<file path="src/hw/rtl/pccc_pkg.sv">
// ----------------------------------------------------------------------------
// pccc_pkg
// Shared codes and reset values for the PIN change controller.
// ----------------------------------------------------------------------------
package pccc_pkg;

  // Default number of digits in one PIN entry
  localparam int unsigned PinDigitsDef = 4;

  // Key actions
  localparam logic [2:0] ACT_NONE   = 3'd0;
  localparam logic [2:0] ACT_CANCEL = 3'd1;
  localparam logic [2:0] ACT_DIG0   = 3'd2;
  localparam logic [2:0] ACT_DIG1   = 3'd3;
  localparam logic [2:0] ACT_OTHER  = 3'd4;
  localparam logic [2:0] ACT_START  = 3'd5;

  // Result status codes
  localparam logic [2:0] ST_ENTERING = 3'd0;
  localparam logic [2:0] ST_TIMEOUT  = 3'd1;
  localparam logic [2:0] ST_CANCEL   = 3'd2;
  localparam logic [2:0] ST_SAVED    = 3'd3;
  localparam logic [2:0] ST_MISMATCH = 3'd4;
  localparam logic [2:0] ST_INACTIVE = 3'd5;

  // Configuration register indexes
  localparam logic [1:0] REG_BLINK    = 2'd0;
  localparam logic [1:0] REG_IDLE     = 2'd1;
  localparam logic [1:0] REG_COOLDOWN = 2'd2;

  // Configuration reset values
  localparam logic [7:0] BLINK_RST    = 8'd20;
  localparam logic [7:0] IDLE_RST     = 8'd100;
  localparam logic [1:0] COOLDOWN_RST = 2'd2;

endpackage

</file>
<file path="src/hw/rtl/pin_change_confirm_controller.sv">
// ----------------------------------------------------------------------------
// pin_change_confirm_controller
// PIN change dialog: two binary PIN entries with blink cooldown and timeout.
// ----------------------------------------------------------------------------
//  channel | direction | handshake            | payload
//  --------+-----------+----------------------+--------------------------------
//  in      | sink      | in_valid_i/in_stall_o| action, fast_tick, slow_tick
//  out     | source    | out_valid_o/out_stall_i | status, confirm_phase,
//          |           |                      | digits_entered, cursor_on,
//          |           |                      | saved_pin
//  cfg     | sink      | cfg_valid_i/cfg_ready_o | cfg_index_i, cfg_data_i
//
// One beat in, one beat out. An accepted beat is held in the input register,
// then the dialog update writes the state and the result register, which
// presents the result; one beat per cycle is sustained while the output is
// not stalled. Reset clears the dialog and loads the default register values.
// A stalled output holds the result; the input register keeps the next beat
// and the input stalls only when both are full and the output is stalled.
// ----------------------------------------------------------------------------
module pin_change_confirm_controller
  import pccc_pkg::*;
#(
  parameter int unsigned PIN_DIGITS = PinDigitsDef
) (
  input  logic       clk_i,
  input  logic       rst_ni,
  // input items
  input  logic       in_valid_i,
  output logic       in_stall_o,
  input  logic [2:0] action_i,
  input  logic       fast_tick_i,
  input  logic       slow_tick_i,
  // result items
  output logic       out_valid_o,
  input  logic       out_stall_i,
  output logic [2:0] status_o,
  output logic       confirm_phase_o,
  output logic [2:0] digits_entered_o,
  output logic       cursor_on_o,
  output logic [3:0] saved_pin_o,
  // configuration writes
  input  logic       cfg_valid_i,
  output logic       cfg_ready_o,
  input  logic [1:0] cfg_index_i,
  input  logic [7:0] cfg_data_i
);

  localparam int unsigned PW = PIN_DIGITS;
  localparam int unsigned CW = $clog2(PIN_DIGITS + 1);
  localparam logic [CW-1:0] PIN_CNT = CW'(PIN_DIGITS);
  localparam logic [2:0]    PIN_CNT_LO = 3'(PIN_DIGITS);

  // configuration registers
  logic [7:0] blink_q, idle_q;
  logic [1:0] cool_lim_q;

  // input register
  logic       s1_valid_q, s1_valid_d;
  logic [2:0] s1_act_q;
  logic       s1_fast_q, s1_slow_q;

  // dialog state
  logic          active_q, active_d;
  logic          phase_q, phase_d;
  logic [PW-1:0] pin1_q, pin1_d;
  logic [PW-1:0] pin2_q, pin2_d;
  logic [CW-1:0] count_q, count_d;
  logic          cursor_q, cursor_d;
  logic [1:0]    cool_q, cool_d;
  logic [7:0]    fast_q, fast_d;
  logic [7:0]    slow_q, slow_d;

  // result register
  logic       out_valid_q;
  logic [2:0] res_status_q, res_status_d;
  logic       res_phase_q, res_phase_d;
  logic [2:0] res_count_q, res_count_d;
  logic       res_cursor_q, res_cursor_d;
  logic [3:0] res_pin_q, res_pin_d;

  logic in_fire, advance;

  // handshake
  assign advance    = s1_valid_q & ~(out_valid_q & out_stall_i);
  assign in_stall_o = s1_valid_q & ~advance;
  assign in_fire    = in_valid_i & ~in_stall_o;
  assign s1_valid_d = in_fire | (s1_valid_q & ~advance);
  assign cfg_ready_o = 1'b1;

  // configuration writes
  always_ff @(posedge clk_i or negedge rst_ni) begin
    if (!rst_ni) begin
      blink_q    <= BLINK_RST;
      idle_q     <= IDLE_RST;
      cool_lim_q <= COOLDOWN_RST;
    end else if (cfg_valid_i) begin
      case (cfg_index_i)
        REG_BLINK:    blink_q    <= cfg_data_i;
        REG_IDLE:     idle_q     <= cfg_data_i;
        REG_COOLDOWN: cool_lim_q <= cfg_data_i[1:0];
        default: ;
      endcase
    end
  end

  // input register
  always_ff @(posedge clk_i or negedge rst_ni) begin
    if (!rst_ni) begin
      s1_valid_q <= 1'b0;
    end else begin
      s1_valid_q <= s1_valid_d;
    end
  end

  always_ff @(posedge clk_i) begin
    if (in_fire) begin
      s1_act_q  <= action_i;
      s1_fast_q <= fast_tick_i;
      s1_slow_q <= slow_tick_i;
    end
  end

  // dialog update for the beat in the input register
  always_comb begin
    logic [CW+2:0] cnt_ext;
    logic [PW+3:0] pin_ext;
    logic          match;

    active_d = active_q;
    phase_d  = phase_q;
    pin1_d   = pin1_q;
    pin2_d   = pin2_q;
    count_d  = count_q;
    cursor_d = cursor_q;
    cool_d   = cool_q;
    fast_d   = fast_q;
    slow_d   = slow_q;
    cnt_ext  = '0;
    pin_ext  = '0;
    match    = 1'b0;

    res_status_d = ST_ENTERING;
    res_phase_d  = 1'b0;
    res_count_d  = '0;
    res_cursor_d = 1'b0;
    res_pin_d    = '0;

    if (s1_act_q == ACT_START) begin
      // start: fresh dialog from any state
      active_d     = 1'b1;
      phase_d      = 1'b0;
      pin1_d       = '0;
      pin2_d       = '0;
      count_d      = '0;
      cursor_d     = 1'b1;
      cool_d       = '0;
      fast_d       = '0;
      slow_d       = '0;
      res_cursor_d = 1'b1;
    end else if (!active_q) begin
      res_status_d = ST_INACTIVE;
    end else begin
      // saturating tick counters
      if (s1_fast_q && fast_q != 8'hFF) fast_d = fast_q + 8'd1;
      if (s1_slow_q && slow_q != 8'hFF) slow_d = slow_q + 8'd1;

      // blink period elapsed
      if (fast_d >= blink_q) begin
        fast_d   = '0;
        cursor_d = ~cursor_q;
        if (cool_q < cool_lim_q) cool_d = cool_q + 2'd1;
      end

      if (s1_act_q == ACT_NONE && slow_d >= idle_q) begin
        active_d     = 1'b0;
        res_status_d = ST_TIMEOUT;
      end else begin
        if (s1_act_q != ACT_NONE) slow_d = '0;

        if (s1_act_q == ACT_CANCEL) begin
          active_d     = 1'b0;
          res_status_d = ST_CANCEL;
        end else if (cool_d >= cool_lim_q) begin
          // digit capture
          if (count_q < PIN_CNT && (s1_act_q == ACT_DIG0 || s1_act_q == ACT_DIG1)) begin
            for (int k = 0; k < PW; k++) begin
              if (count_q == CW'(k)) begin
                if (phase_q) pin2_d[k] = (s1_act_q == ACT_DIG1);
                else         pin1_d[k] = (s1_act_q == ACT_DIG1);
              end
            end
            count_d  = count_q + CW'(1);
            cursor_d = 1'b1;
            fast_d   = '0;
          end

          // entry complete
          if (count_d >= PIN_CNT) begin
            if (!phase_d) begin
              phase_d  = 1'b1;
              count_d  = '0;
              cursor_d = 1'b1;
              fast_d   = '0;
            end else begin
              match        = (pin1_d == pin2_d);
              pin_ext      = {4'b0, pin1_d};
              res_phase_d  = 1'b1;
              res_count_d  = PIN_CNT_LO;
              res_cursor_d = cursor_d;
              if (match) begin
                res_status_d = ST_SAVED;
                res_pin_d    = pin_ext[3:0];
                active_d     = 1'b0;
              end else begin
                res_status_d = ST_MISMATCH;
              end
              phase_d  = 1'b0;
              pin1_d   = '0;
              pin2_d   = '0;
              count_d  = '0;
              cursor_d = 1'b1;
              cool_d   = '0;
              fast_d   = '0;
              slow_d   = '0;
            end
          end
        end
      end

      // status other than saved/mismatch shows the live entry view
      if (res_status_d != ST_SAVED && res_status_d != ST_MISMATCH) begin
        cnt_ext      = {3'b0, count_d};
        res_phase_d  = phase_d;
        res_count_d  = cnt_ext[2:0];
        res_cursor_d = cursor_d;
      end
    end
  end

  // dialog state
  always_ff @(posedge clk_i or negedge rst_ni) begin
    if (!rst_ni) begin
      active_q <= 1'b0;
      phase_q  <= 1'b0;
      pin1_q   <= '0;
      pin2_q   <= '0;
      count_q  <= '0;
      cursor_q <= 1'b1;
      cool_q   <= '0;
      fast_q   <= '0;
      slow_q   <= '0;
    end else if (advance) begin
      active_q <= active_d;
      phase_q  <= phase_d;
      pin1_q   <= pin1_d;
      pin2_q   <= pin2_d;
      count_q  <= count_d;
      cursor_q <= cursor_d;
      cool_q   <= cool_d;
      fast_q   <= fast_d;
      slow_q   <= slow_d;
    end
  end

  // result register
  always_ff @(posedge clk_i or negedge rst_ni) begin
    if (!rst_ni) begin
      out_valid_q <= 1'b0;
    end else if (advance) begin
      out_valid_q <= 1'b1;
    end else if (!out_stall_i) begin
      out_valid_q <= 1'b0;
    end
  end

  always_ff @(posedge clk_i) begin
    if (advance) begin
      res_status_q <= res_status_d;
      res_phase_q  <= res_phase_d;
      res_count_q  <= res_count_d;
      res_cursor_q <= res_cursor_d;
      res_pin_q    <= res_pin_d;
    end
  end

  assign out_valid_o      = out_valid_q;
  assign status_o         = res_status_q;
  assign confirm_phase_o  = res_phase_q;
  assign digits_entered_o = res_count_q;
  assign cursor_on_o      = res_cursor_q;
  assign saved_pin_o      = res_pin_q;

  // checks
  a_saved_view: assert property (@(posedge clk_i) disable iff (!rst_ni)
    out_valid_o && status_o == ST_SAVED |-> confirm_phase_o && digits_entered_o == PIN_CNT_LO)
    else $error("saved result without full confirmation entry");

  a_pin_only_saved: assert property (@(posedge clk_i) disable iff (!rst_ni)
    out_valid_o && status_o != ST_SAVED |-> saved_pin_o == 4'd0)
    else $error("PIN shown outside a saved result");

  a_inactive_zero: assert property (@(posedge clk_i) disable iff (!rst_ni)
    out_valid_o && status_o == ST_INACTIVE
      |-> !confirm_phase_o && digits_entered_o == 3'd0 && !cursor_on_o)
    else $error("inactive result carries entry fields");

  a_exit_disarms: assert property (@(posedge clk_i) disable iff (!rst_ni)
    advance && (res_status_d == ST_SAVED || res_status_d == ST_TIMEOUT ||
                res_status_d == ST_CANCEL) |=> !active_q)
    else $error("dialog still armed after exit");

endmodule

</file>
<file path="config.mk">
export PLATFORM = sky130hd
export DESIGN_NAME = pin_change_confirm_controller
export DESIGN_NICKNAME = d
export VERILOG_FILES = /design/src/hw/rtl/pccc_pkg.sv /design/src/hw/rtl/pin_change_confirm_controller.sv
export SDC_FILE = /design/constraint.sdc
export NUM_CORES = 1
export LEC_CHECK = 0
export BUFFER_PORTS_ARGS = -buffer_cell sky130_fd_sc_hd__buf_4
export CORE_MARGIN = 2
export CORE_UTILIZATION = 40
export CTS_CLUSTER_DIAMETER = 60
export CTS_CLUSTER_SIZE = 14
export DETAILED_ROUTE_END_ITERATION = 12
export PLACE_DENSITY_LB_ADDON = 0.05
export SYNTH_ARGS = -nofsm -noshare
export SYNTH_HDL_FRONTEND = slang
export SYNTH_SLANG_ARGS = --single-unit
</file>
<file path="constraint.sdc">
create_clock -name clk_i -period 5 [get_ports clk_i]
set_input_delay 0.5 -clock clk_i [delete_from_list [all_inputs] [get_ports clk_i]]
set_output_delay 0.5 -clock clk_i [all_outputs]
set_load 0.02 [all_outputs]
</file>
==> results of run 1 <==
==> metal layers <==
layer | up-vias | share of wire, % | global-route usage [%]
met2 | 51 | 50 | 30.1
met4 | 0 | 1.5 | 6.32
li1 | 1665 | - | -
met1 | 1567 | 46 | 24.2
met5 | - | 0 | 0
met3 | 8 | 2.9 | 3.33
==> cell type report <==
| class | instances | area [um^2] | area share, % |
|---|---|---|---|
| Sequential cell | 69 | 1820 | 37.3 |
| Clock buffer | 11 | 131 | 2.70 |
| Timing Repair Buffer | 40 | 300 | 6.16 |
| Multi-Input combinational cell | 324 | 2290 | 46.9 |
| Inverter | 30 | 113 | 2.31 |
| Tap cell | 136 | 170 | 3.49 |
| Clock inverter | 5 | 51.3 | 1.05 |
==> kinds of logic after synthesis <==
| kind of cell | count (synthesis) | share of synthesized area (%) |
|---|---|---|
| XOR/XNOR | 23 | 4.70 |
| flip-flops | 69 | 42.5 |
| AND/OR/NAND/NOR | 150 | 18.2 |
| other | 1 | 0.0875 |
| buffers and inverters | 47 | 4.41 |
| multiplexers | 20 | 5.14 |
| adder cells (fa/ha/maj) | 27 | 7.88 |
| AO/OA/AOI/OAI | 103 | 17.1 |
==> through the flow <==
step / hold WS (ns) / total power (uW)
2_1_floorplan: 0.204 / 1060
3_3_place_gp: 0.465 / 1200
3_5_place_dp: 0.485 / 1210
4_1_cts: 0.224 / 1650
5_1_grt: 0.252 / 1760
6_report: 0.209 / 1630
==> cell usage after synthesis, drive strengths merged (6+ instances only) <==
cell type	n
and2	7
mux2i	7
nand2b	12
o21ai	28
edfxtp	17
dfstp	7
nand3	13
a21oi	15
mux2	13
nor2	32
dfrtp	45
inv	30
o31ai	9
o211ai	6
a31oi	9
xnor2	14
xor2	9
nand2	39
ha	27
clkbuf	12
nand4	12
==> repair_timing <==
item,4_1_cts,5_1_grt
setup endpoints to repair,0,36
setup buffers,0,1
gates resized for setup,0,4
==> placed cells by master (no fill, tap or decap), types with 2 or more instances in the layout <==
cell       instances
nor2_1            32
or3_1              5
o211ai_1           5
nor4_1             2
nand3_1           13
mux2_2            13
edfxtp_1          17
inv_1             29
ha_1              27
a41oi_1            2
and3_1             4
nand3b_1           3
a32o_1             4
nor3_1             4
nand2_1           39
o31ai_1            9
dfrtp_1           45
a211oi_1           2
nand4bb_1          2
buf_4             40
o21ai_0           22
a31oi_1            9
o21ai_1            5
o41ai_1            5
clkbuf_8           9
clkbuf_1           2
mux2i_1            6
o21a_1             2
a22o_1             3
a21oi_1           14
xnor2_1           14
nand2b_1          12
nor2b_1            4
nand4_1           12
nor3b_1            4
a21o_1             5
dfstp_2            7
clkinv_1           2
xor2_1             9
and2_1             7
==> how the worst max path moves through the flow <==
stage,from,end,slack [ns],cells after the start
floorplan,fast_q[0],slow_q[4],0.54,20
global placement,fast_q[0],pin1_q[0],0.39,19
detailed placement,fast_q[0],pin1_q[2],0.21,19
CTS,fast_q[0],pin1_q[2],0.16,19
global route,fast_q[0],status_o[1],0.06,19
finish,fast_q[0],pin1_q[2],0.47,19
==> sequential cells by signal, summed over array words and instances (netlist names), 2 cells and up <==
signal / flops
pin2_q: 4
status_o: 3
blink_q: 8
count_q: 3
s1_act_q: 3
idle_q: 8
slow_q: 8
pin1_q: 4
cool_lim_q: 2
fast_q: 8
cool_q: 2
digits_entered_o: 3
saved_pin_o: 4
==> power groups by stage <==
stage / clock network (uW) / registers (uW) / logic [uW]
after floorplan: 0 / 736 / 326
after global placement: 0 / 758 / 442
after detailed placement: 0 / 759 / 446
after CTS: 452 / 749 / 452
after global routing: 483 / 762 / 516
final: 436 / 748 / 449
==> qor.txt, run 1 <==
Sequential-to-total area share from yosys stat: 42.5%
Hold Violations, Final: 0
Gate power share: 27.5%
LEAKAGE: 0.00215 uW
Total of flip-flops plus latches after synthesis: 69
Fraction of layout instances using a drive strength above 1: 17.3%
Largest area contributor in the synthesized netlist: dfrtp_1
Die Y: 108 um
Via-per-instance ratio: 5.35
CP top delay family: compound AO/OA/AOI/OAI gates
Fin nets: 521
Final setup viols: 0
Max transition margin: 48.2%
Remaining global-route overflow: 0
Final number of max-transition violations: 0
Initial standard-cell utilization of the core: 41.3%
F_max: 221 MHz
Insertion delay of the later-clocked pin in the worst-skew pair: 0.34 ns
Critical path data required time: 5.24 ns
Post-CTS clock slew at the launch and capture registers of the worst setup and hold paths: 0.07 ns
Ratio of final minimum period to clock period: 90.6%
Final critical path time including I/O delays and setup: 4.53 ns
Placement Cell Area: 4670 um^2
Post-synth cell types: 64
Drc violations: 0
Critical path arrival: 4.77 ns
Number of port buffers: 33
IO Pins: 35
Share of total power in sequential cells: 45.8%
Area Growth Syn to Fin: 13.7%
Largest net degree at the start of global routing: 53
Reg-to-reg slack, setup: 0.47 ns
Cell area after synthesis: 4290 um^2
Maximum resistive drop on vdd: 0.137 mV
Yosys top cell area share: 26.3%
Reg-to-Reg Start: fast_q[0]
Core Rows: 37
Actual slew at the worst max-slew pin: 0.778 ns
Number of enable flip-flop cells after synthesis: 17
Dominant cell type by count on the critical path: ha_1
Path depth of the worst reg2reg path: 19
Aggregate global-route resource usage: 18.3%
Switching Share: 33.7%
Final design instance area without fill: 4870 um^2
Total routed wirelength: 9.81 mm
Post-route non-filler standard cell count: 615
Global placer's final weighted congestion: 0.884
Status: completed
Warnings, synthesis: 0
Crit Path Category: reg2reg
Number of antenna violations at the first check in global routing: 0
Cell Count Post-Placement: 598
Setup_tns: 0 ns
Maximum buffer depth of the clock tree: 2
Total internal power: 1080 uW
Number of vias in the routed layout: 3291
Post-synth top flop: dfrtp_1
Worst path max stage delay: 0.56 ns
Remaining number of nets flagged by the antenna check after routing: 0
Worst clock skew: 0.0108 ns
Crit path max-delay cell type: or4_4
Die span in x: 108 um
TritonCTS clock tree: built
Post-Route Utilization: 47.0%
Router iterations before antenna repair: 4
Number of DRC markers in iteration 0: 185
Hold Path Class: in2async
Leading cell types by total area after synthesis: dfrtp_1 (26%), edfxtp_1 (12%), ha_1 (7.9%), dfstp_2 (4.3%), mux2_2 (3.4%)
TritonCTS buffer count: 9
Syn Inst Count: 440
Buffer type at the clock tree root: clkbuf_8
Clock share of power: 26.7%
Max-cap violation count: 0
Buffers and inverters on the worst path: 1
Total clock sinks: 69
Global-route wire length before repair: 16.6 mm
Fraction of synthesis flops using an asynchronous set or reset pin: 75.4%
DP Worst Slack: 0.214 ns
Number of global-route vias before repair: 3286
Critical path peak fanout: 16
Post-Synthesis Net Count: 487
Hold bufs inserted after CTS: 0
Unrepaired setup endpoints after global routing: no
Post-DR wirelength/cell: 16.0 um
Area of the die: 11600 um^2
Worst flop-to-flop path endpoint: pin1_q[2]
NetSw: 550 uW
HPWL Detailed: 7.14 mm
Total core area: 10400 um^2
Pwr Density: 335 nW/um^2
CP Cell Sequence: ha_1 -> and2_1 -> a41oi_2 -> buf_4 -> nor2b_1 -> nor2_1 -> ha_1 -> nand2b_1 -> a211oi_1 -> o21bai_1 -> o21ai_1 -> xor2_1 -> ha_1 -> nand2b_1 -> a21oi_1 -> o21ai_1 -> o211ai_4 -> or4_4 -> o31ai_1
Crit path launch type: flop
Mapped Avg Cell Area: 9.74 um^2
Total inserted antenna cells: 0
FILL cells: 1029
Kind of capture point of the worst setup path: flop
H-Tree Level Count: 3
Least setup slack across all paths after layout: 0.471 ns
Power figures use the tool's default switching activity.
==> inputs of run 2 (changes only) <==
--- a/config.mk
+++ b/config.mk
@@ -7,7 +7,7 @@
 export LEC_CHECK = 0
 export BUFFER_PORTS_ARGS = -buffer_cell sky130_fd_sc_hd__buf_4
 export CORE_MARGIN = 2
-export CORE_UTILIZATION = 40
+export CORE_UTILIZATION = 60
 export CTS_CLUSTER_DIAMETER = 60
 export CTS_CLUSTER_SIZE = 14
 export DETAILED_ROUTE_END_ITERATION = 12
==> qor.txt, run 2 (synthesis gave the netlist of run 1 again) <==
Status: completed (unchanged)
Fraction of layout instances using a drive strength above 1: 17.2% (was 17.3%)
Path depth of the worst reg2reg path: 20 (was 19)
Ratio of final minimum period to clock period: 89.7% (was 90.6%)
Total clock sinks: 69 (unchanged)
Critical path peak fanout: 16 (unchanged)
Max-cap violation count: 0 (unchanged)
Max transition margin: 49.7% (was 48.2%)
Number of global-route vias before repair: 3276 (was 3286)
Post-DR wirelength/cell: 16.1 um (was 16.0 um)
Aggregate global-route resource usage: 25.9% (was 18.3%)
Total core area: 6870 um^2 (was 10400 um^2)
H-Tree Level Count: 3 (unchanged)
Total internal power: 1080 uW (about the same)
Reg-to-reg slack, setup: 0.51 ns (was 0.47 ns)
Most used cells in the layout excluding fill and tap cells: dfrtp_1 (45), nand2_1 (39), buf_4 (39) (was dfrtp_1 (45), buf_4 (40), nand2_1 (39))
Buffer type at the clock tree root: clkbuf_8 (unchanged)
Share of total power in sequential cells: 45.8% (about the same)
Actual slew at the worst max-slew pin: 0.755 ns (was 0.778 ns)
Via-per-instance ratio: 5.96 (was 5.35)
Hold Violations, Final: 0 (unchanged)
TritonCTS buffer count: 9 (unchanged)
Critical path data required time: 5.24 ns (about the same)
Reg-to-Reg Start: fast_q[0] (unchanged)
Number of vias in the routed layout: 3421 (was 3291)
Number of DRC markers in iteration 0: 181 (was 185)
Gate power share: 27.4% (was 27.5%)
NetSw: 549 uW (was 550 uW)
Placement Cell Area: 4620 um^2 (was 4670 um^2)
Worst clock skew: 0.0110 ns (was 0.0108 ns)
Drc violations: 0 (unchanged)
TritonCTS clock tree: built (unchanged)
Initial standard-cell utilization of the core: 62.4% (was 41.3%)
Maximum buffer depth of the clock tree: 2 (unchanged)
Kind of capture point of the worst setup path: flop (unchanged)
Final critical path time including I/O delays and setup: 4.49 ns (was 4.53 ns)
IO Pins: 35 (unchanged)
Remaining global-route overflow: 0 (unchanged)
Global-route wire length before repair: 15.6 mm (was 16.6 mm)
Final setup viols: 0 (unchanged)
Remaining number of nets flagged by the antenna check after routing: 0 (unchanged)
Final design instance area without fill: 4810 um^2 (was 4870 um^2)
Die Y: 88.5 um (was 108 um)
Total inserted antenna cells: 0 (unchanged)
Number of antenna violations at the first check in global routing: 0 (unchanged)
Global placer's final weighted congestion: 0.897 (was 0.884)
HPWL Detailed: 6.86 mm (was 7.14 mm)
Core Rows: 30 (was 37)
Final number of max-transition violations: 0 (unchanged)
Source of the critical timing path: fast_q[0] (unchanged)
Insertion delay of the later-clocked pin in the worst-skew pair: 0.34 ns (about the same)
Clock share of power: 26.8% (was 26.7%)
Number of port buffers: 33 (unchanged)
Switching Share: 33.6% (was 33.7%)
Hold Path Class: in2async (unchanged)
Area of the die: 7840 um^2 (was 11600 um^2)
Die span in x: 88.5 um (was 108 um)
Unrepaired setup endpoints after global routing: no (unchanged)
Maximum resistive drop on vdd: 0.166 mV (was 0.137 mV)
DP Worst Slack: 0.356 ns (was 0.214 ns)
Area Growth Syn to Fin: 12.1% (was 13.7%)
Router iterations before antenna repair: 5 (was 4)
Setup_tns: 0 ns (unchanged)
Largest net degree at the start of global routing: 53 (unchanged)
Crit path launch type: flop (unchanged)
LEAKAGE: 0.00215 uW (about the same)
Cell Count Post-Placement: 558 (was 598)
Total routed wirelength: 9.24 mm (was 9.81 mm)
Leading cell type in the layout, fill and taps excluded: dfrtp_1 (unchanged)
Critical path arrival: 4.72 ns (was 4.77 ns)
Post-CTS clock slew at the launch and capture registers of the worst setup and hold paths: 0.07 ns (about the same)
Worst flop-to-flop path endpoint: pin1_q[1] (was pin1_q[2])
F_max: 223 MHz (was 221 MHz)
Post-route non-filler standard cell count: 574 (was 615)
Fin nets: 520 (was 521)
Pwr Density: 340 nW/um^2 (was 335 nW/um^2)
Crit path capture: pin1_q[1] (was pin1_q[2])
Least setup slack across all paths after layout: 0.514 ns (was 0.471 ns)
Crit Path Category: reg2reg (unchanged)
-- run 2: changes by cell type in the layout (fill, tap and decap cells not counted), sizes merged --
cell and change:
buf -1, clkinv -1, clkinvlp +1
-- run 2: worst max-delay path, cell delays in order, from the launching register on --
cell	delay (ns)
dfrtp_1	0.43
ha_1	0.24
and2_1	0.16
a41oi_1	0.25
buf_4	0.18
nand2_1	0.12
or3_1	0.35
nand2_1	0.09
ha_1	0.13
a21oi_1	0.06
o21ai_1	0.28
o21a_1	0.18
o21ai_1	0.09
xor2_1	0.16
ha_1	0.27
nand2b_1	0.11
a21oi_1	0.08
o21ai_1	0.23
o211ai_4	0.21
or4_4	0.56
o31ai_1	0.21
-- run 2: what timing repair did --
| action | CTS | global route |
|---|---|---|
| resized for setup | 0 | 2 |
| hold endpoints to repair | 0 | 0 |
| buffers inserted | 0 | 0 |
| hold buffers | 0 | 0 |
| setup endpoints to repair | 0 | 9 |
-- run 2: how the worst min path moves through the flow --
stage,to,cells after the start,slack [ns]
after global placement,out_valid_o,1,0.47
final,pin1_q[2],1,0.19
after detailed placement,out_valid_o,1,0.50
after floorplan,active_q,0,0.20
after CTS,pin1_q[2],1,0.22
after global routing,pin1_q[0],1,0.24
-- run 2: cell type report --
cell class                      count  area, um^2
Clock buffer                       11         131
Clock inverter                      5        52.6
Fill cell                         547        2060
Inverter                           30         113
Multi-Input combinational cell    324        2280
Sequential cell                    69        1820
Tap cell                           96         120
Timing Repair Buffer               39         293
-- run 2: power groups by stage --
stage / combinational, uW / clock (uW) / sequential, uW
finish: 448 / 437 / 748
global route: 504 / 474 / 761
CTS: 448 / 443 / 747
detailed placement: 444 / 0 / 758
global placement: 432 / 0 / 753
floorplan: 326 / 0 / 736
-- run 2: per-layer routing --
metal | global-route usage (%) | routed length (um) | up-vias
met4 | 9.23 | 195 | 0
li1 | - | - | 1672
met3 | 5.13 | 383 | 16
met1 | 34.1 | 4100 | 1639
met2 | 42.8 | 4560 | 94
met5 | 0 | 0 | -
-- run 2: stage by stage --
step	util [%]	hold slack, ns	power (uW)
after global routing	70.0	0.236	1740
after CTS	70.0	0.218	1640
after global placement	67.3	0.466	1190
after floorplan	-	0.204	1060
after detailed placement	67.3	0.499	1200
final	70.0	0.185	1630
==> inputs of run 3 (changes only) <==
--- a/config.mk
+++ b/config.mk
@@ -6,12 +6,12 @@
 export NUM_CORES = 1
 export LEC_CHECK = 0
 export BUFFER_PORTS_ARGS = -buffer_cell sky130_fd_sc_hd__buf_4
-export CORE_MARGIN = 2
 export CORE_UTILIZATION = 60
 export CTS_CLUSTER_DIAMETER = 60
 export CTS_CLUSTER_SIZE = 14
 export DETAILED_ROUTE_END_ITERATION = 12
 export PLACE_DENSITY_LB_ADDON = 0.05
+export RECOVER_POWER = 50
 export SYNTH_ARGS = -nofsm -noshare
 export SYNTH_HDL_FRONTEND = slang
 export SYNTH_SLANG_ARGS = --single-unit
==> qor.txt, run 3 (synthesis gave the netlist of run 1 again) <==
Total internal power: 1140 uW (was 1080 uW)
Area Growth Syn to Fin: 12.9% (was 12.1%)
Insertion delay of the later-clocked pin in the worst-skew pair: 0.34 ns (about the same)
Cell Count Post-Placement: 558 (unchanged)
Ratio of final minimum period to clock period: 91.7% (was 89.7%)
Hold Violations, Final: 0 (unchanged)
Reg-to-reg slack, setup: 0.42 ns (was 0.51 ns)
Most used cells in the layout excluding fill and tap cells: dfrtp_1 (45), nand2_1 (39), nor2_1 (32), buf_4 (32), inv_1 (29) (was dfrtp_1 (45), nand2_1 (39), buf_4 (39))
Router iterations before antenna repair: 5 (unchanged)
Number of vias in the routed layout: 3526 (was 3421)
Uppermost routed layer: met4 (unchanged)
Area of the die: 7490 um^2 (was 7840 um^2)
Largest net degree at the start of global routing: 53 (unchanged)
F_max: 218 MHz (was 223 MHz)
Final critical path time including I/O delays and setup: 4.58 ns (was 4.49 ns)
Fraction of layout instances using a drive strength above 1: 16.7% (was 17.2%)
Remaining number of nets flagged by the antenna check after routing: 0 (unchanged)
TritonCTS clock tree: built (unchanged)
Routed met2 length: 4.66 mm (was 4.56 mm)
Number of port buffers: 33 (unchanged)
Status: finished with violations (was completed)
Crit Path Category: reg2reg (unchanged)
Max transition margin: -86.2% (was 49.7%)
Post-Route Utilization: 70.8% (was 70.0%)
Switching Share: 32.7% (was 33.6%)
Post-CTS clock slew at the launch and capture registers of the worst setup and hold paths: 0.08 ns (was 0.07 ns)
Critical path peak fanout: 16 (unchanged)
TritonCTS buffer count: 9 (unchanged)
Share of total power in sequential cells: 44.3% (was 45.8%)
Via-per-instance ratio: 6.12 (was 5.96)
Initial standard-cell utilization of the core: 62.7% (was 62.4%)
Worst flop-to-flop path endpoint: pin1_q[1] (unchanged)
Die Y: 86.5 um (was 88.5 um)
Unrepaired setup endpoints after global routing: no (unchanged)
Failing checks: capacitance limit, slew limit
Buffer type at the clock tree root: clkbuf_8 (unchanged)
Met3 Routed Length: 414 um (was 383 um)
Maximum resistive drop on vdd: 0.225 mV (was 0.166 mV)
IO Pins: 35 (unchanged)
Global-route wire length before repair: 15.5 mm (was 15.6 mm)
Gate power share: 26.3% (was 27.4%)
Die span in x: 86.5 um (was 88.5 um)
LEAKAGE: 0.00215 uW (about the same)
Drc violations: 0 (unchanged)
Final setup viols: 0 (unchanged)
Critical path arrival: 4.83 ns (was 4.72 ns)
Post-DR wirelength/cell: 16.1 um (about the same)
Final number of max-transition violations: 53 (was 0)
Global placer's final weighted congestion: 0.922 (was 0.897)
Final design instance area without fill: 4840 um^2 (was 4810 um^2)
Final-layout worst hold slack: 0.355 ns (was 0.185 ns)
Setup_tns: 0 ns (unchanged)
Fin nets: 522 (was 520)
Leading cell type in the layout, fill and taps excluded: dfrtp_1 (unchanged)
Hold Path Class: in2reg (was in2async)
Total core area: 6830 um^2 (was 6870 um^2)
Worst Min Path Start: in_valid_i
Post-route non-filler standard cell count: 576 (was 574)
Number of global-route vias before repair: 3314 (was 3276)
H-Tree Level Count: 3 (unchanged)
Number of antenna violations at the first check in global routing: 0 (unchanged)
Source of the critical timing path: fast_q[0] (unchanged)
Number of DRC markers in iteration 0: 241 (was 181)
Capture endpoint of the worst hold path: s1_valid_q
DRT met1 WL: 3.99 mm (was 4.10 mm)
Kind of capture point of the worst setup path: flop (unchanged)
Max-cap violation count: 1 (was 0)
Clock share of power: 29.3% (was 26.8%)
HPWL Detailed: 6.71 mm (was 6.86 mm)
Remaining global-route overflow: 0 (unchanged)
Placement Cell Area: 4620 um^2 (unchanged)
Crit path launch type: flop (unchanged)
Aggregate global-route resource usage: 26.8% (was 25.9%)
Maximum buffer depth of the clock tree: 2 (unchanged)
Total clock sinks: 69 (unchanged)
Total inserted antenna cells: 0 (unchanged)
Hold bufs inserted after CTS: 0 (unchanged)
Pwr Density: 349 nW/um^2 (was 340 nW/um^2)
Actual slew at the worst max-slew pin: 2.79 ns (was 0.755 ns)
Total routed wirelength: 9.27 mm (was 9.24 mm)
Path depth of the worst reg2reg path: 20 (unchanged)
Core Rows: 30 (unchanged)
Reg-to-Reg Start: fast_q[0] (unchanged)
Critical path data required time: 5.25 ns (was 5.24 ns)
Number of cells traversed by the worst hold path: 2
Worst clock skew: 0.0136 ns (was 0.0110 ns)
NetSw: 553 uW (was 549 uW)
run 3: changes by cell type in the layout (fill, tap and decap cells not counted), sizes merged:
cell    before  now
buf         39   32
clkbuf      11   20
clkinv       3    2
bufinv       1    2
run 3: metrics by stage:
step	setup slack (ns)	power, uW
finish	0.416	1690
global route	0.0966	1790
CTS	0.262	1700
detailed placement	0.341	1200
global placement	0.516	1190
floorplan	0.541	1060
run 3: repair_timing:
item	in CTS	in global routing
setup endpoints to repair	0	15
buffers inserted	0	2
resized for setup	0	2
run 3: worst max path at each step:
stage	endpoint	slack, ns	cells after the start
after floorplan	slow_q[4]	0.54	20
after global placement	status_o[1]	0.52	20
after detailed placement	pin1_q[1]	0.34	19
after CTS	status_o[1]	0.26	19
after global routing	pin1_q[0]	0.1	20
final	pin1_q[1]	0.42	20
run 3: critical path, stage by stage (launching register included):
cell and delay (ns):
dfrtp_1 0.44, ha_1 0.25, and2_1 0.16, a41oi_1 0.28, buf_4 0.19, nand2_1 0.12, or3_1 0.35, nand2_1 0.09
ha_1 0.14, a21oi_1 0.06, o21ai_1 0.28, o21a_1 0.17, o21ai_1 0.09, xor2_1 0.16, ha_1 0.28, nand2b_1 0.11
a21oi_1 0.10, o21ai_1 0.24, o211ai_4 0.21, or4_4 0.56, o31ai_1 0.20
run 3: layer usage:
metal,vias up,GRT usage [%]
li1,1674,-
met2,101,46.2
met5,-,0
met1,1733,34.0
met3,18,3.71
met4,0,11.2
run 3: power groups by stage:
| stage | clock network, uW | registers [uW] | logic, uW |
|---|---|---|---|
| detailed placement | 0 | 760 | 442 |
| global route | 530 | 763 | 498 |
| CTS | 510 | 750 | 445 |
| finish | 496 | 750 | 445 |
| floorplan | 0 | 736 | 326 |
| global placement | 0 | 755 | 431 |
run 3: area by class of cell:
type                       count  area (um^2)
clock buffer                  11          131
clock inverter                 5         85.1
fill                         554         1990
inverter                      30          113
multi-input combinational    324         2280
sequential                    69         1820
tap                           96          120
timing repair buffer          41          293
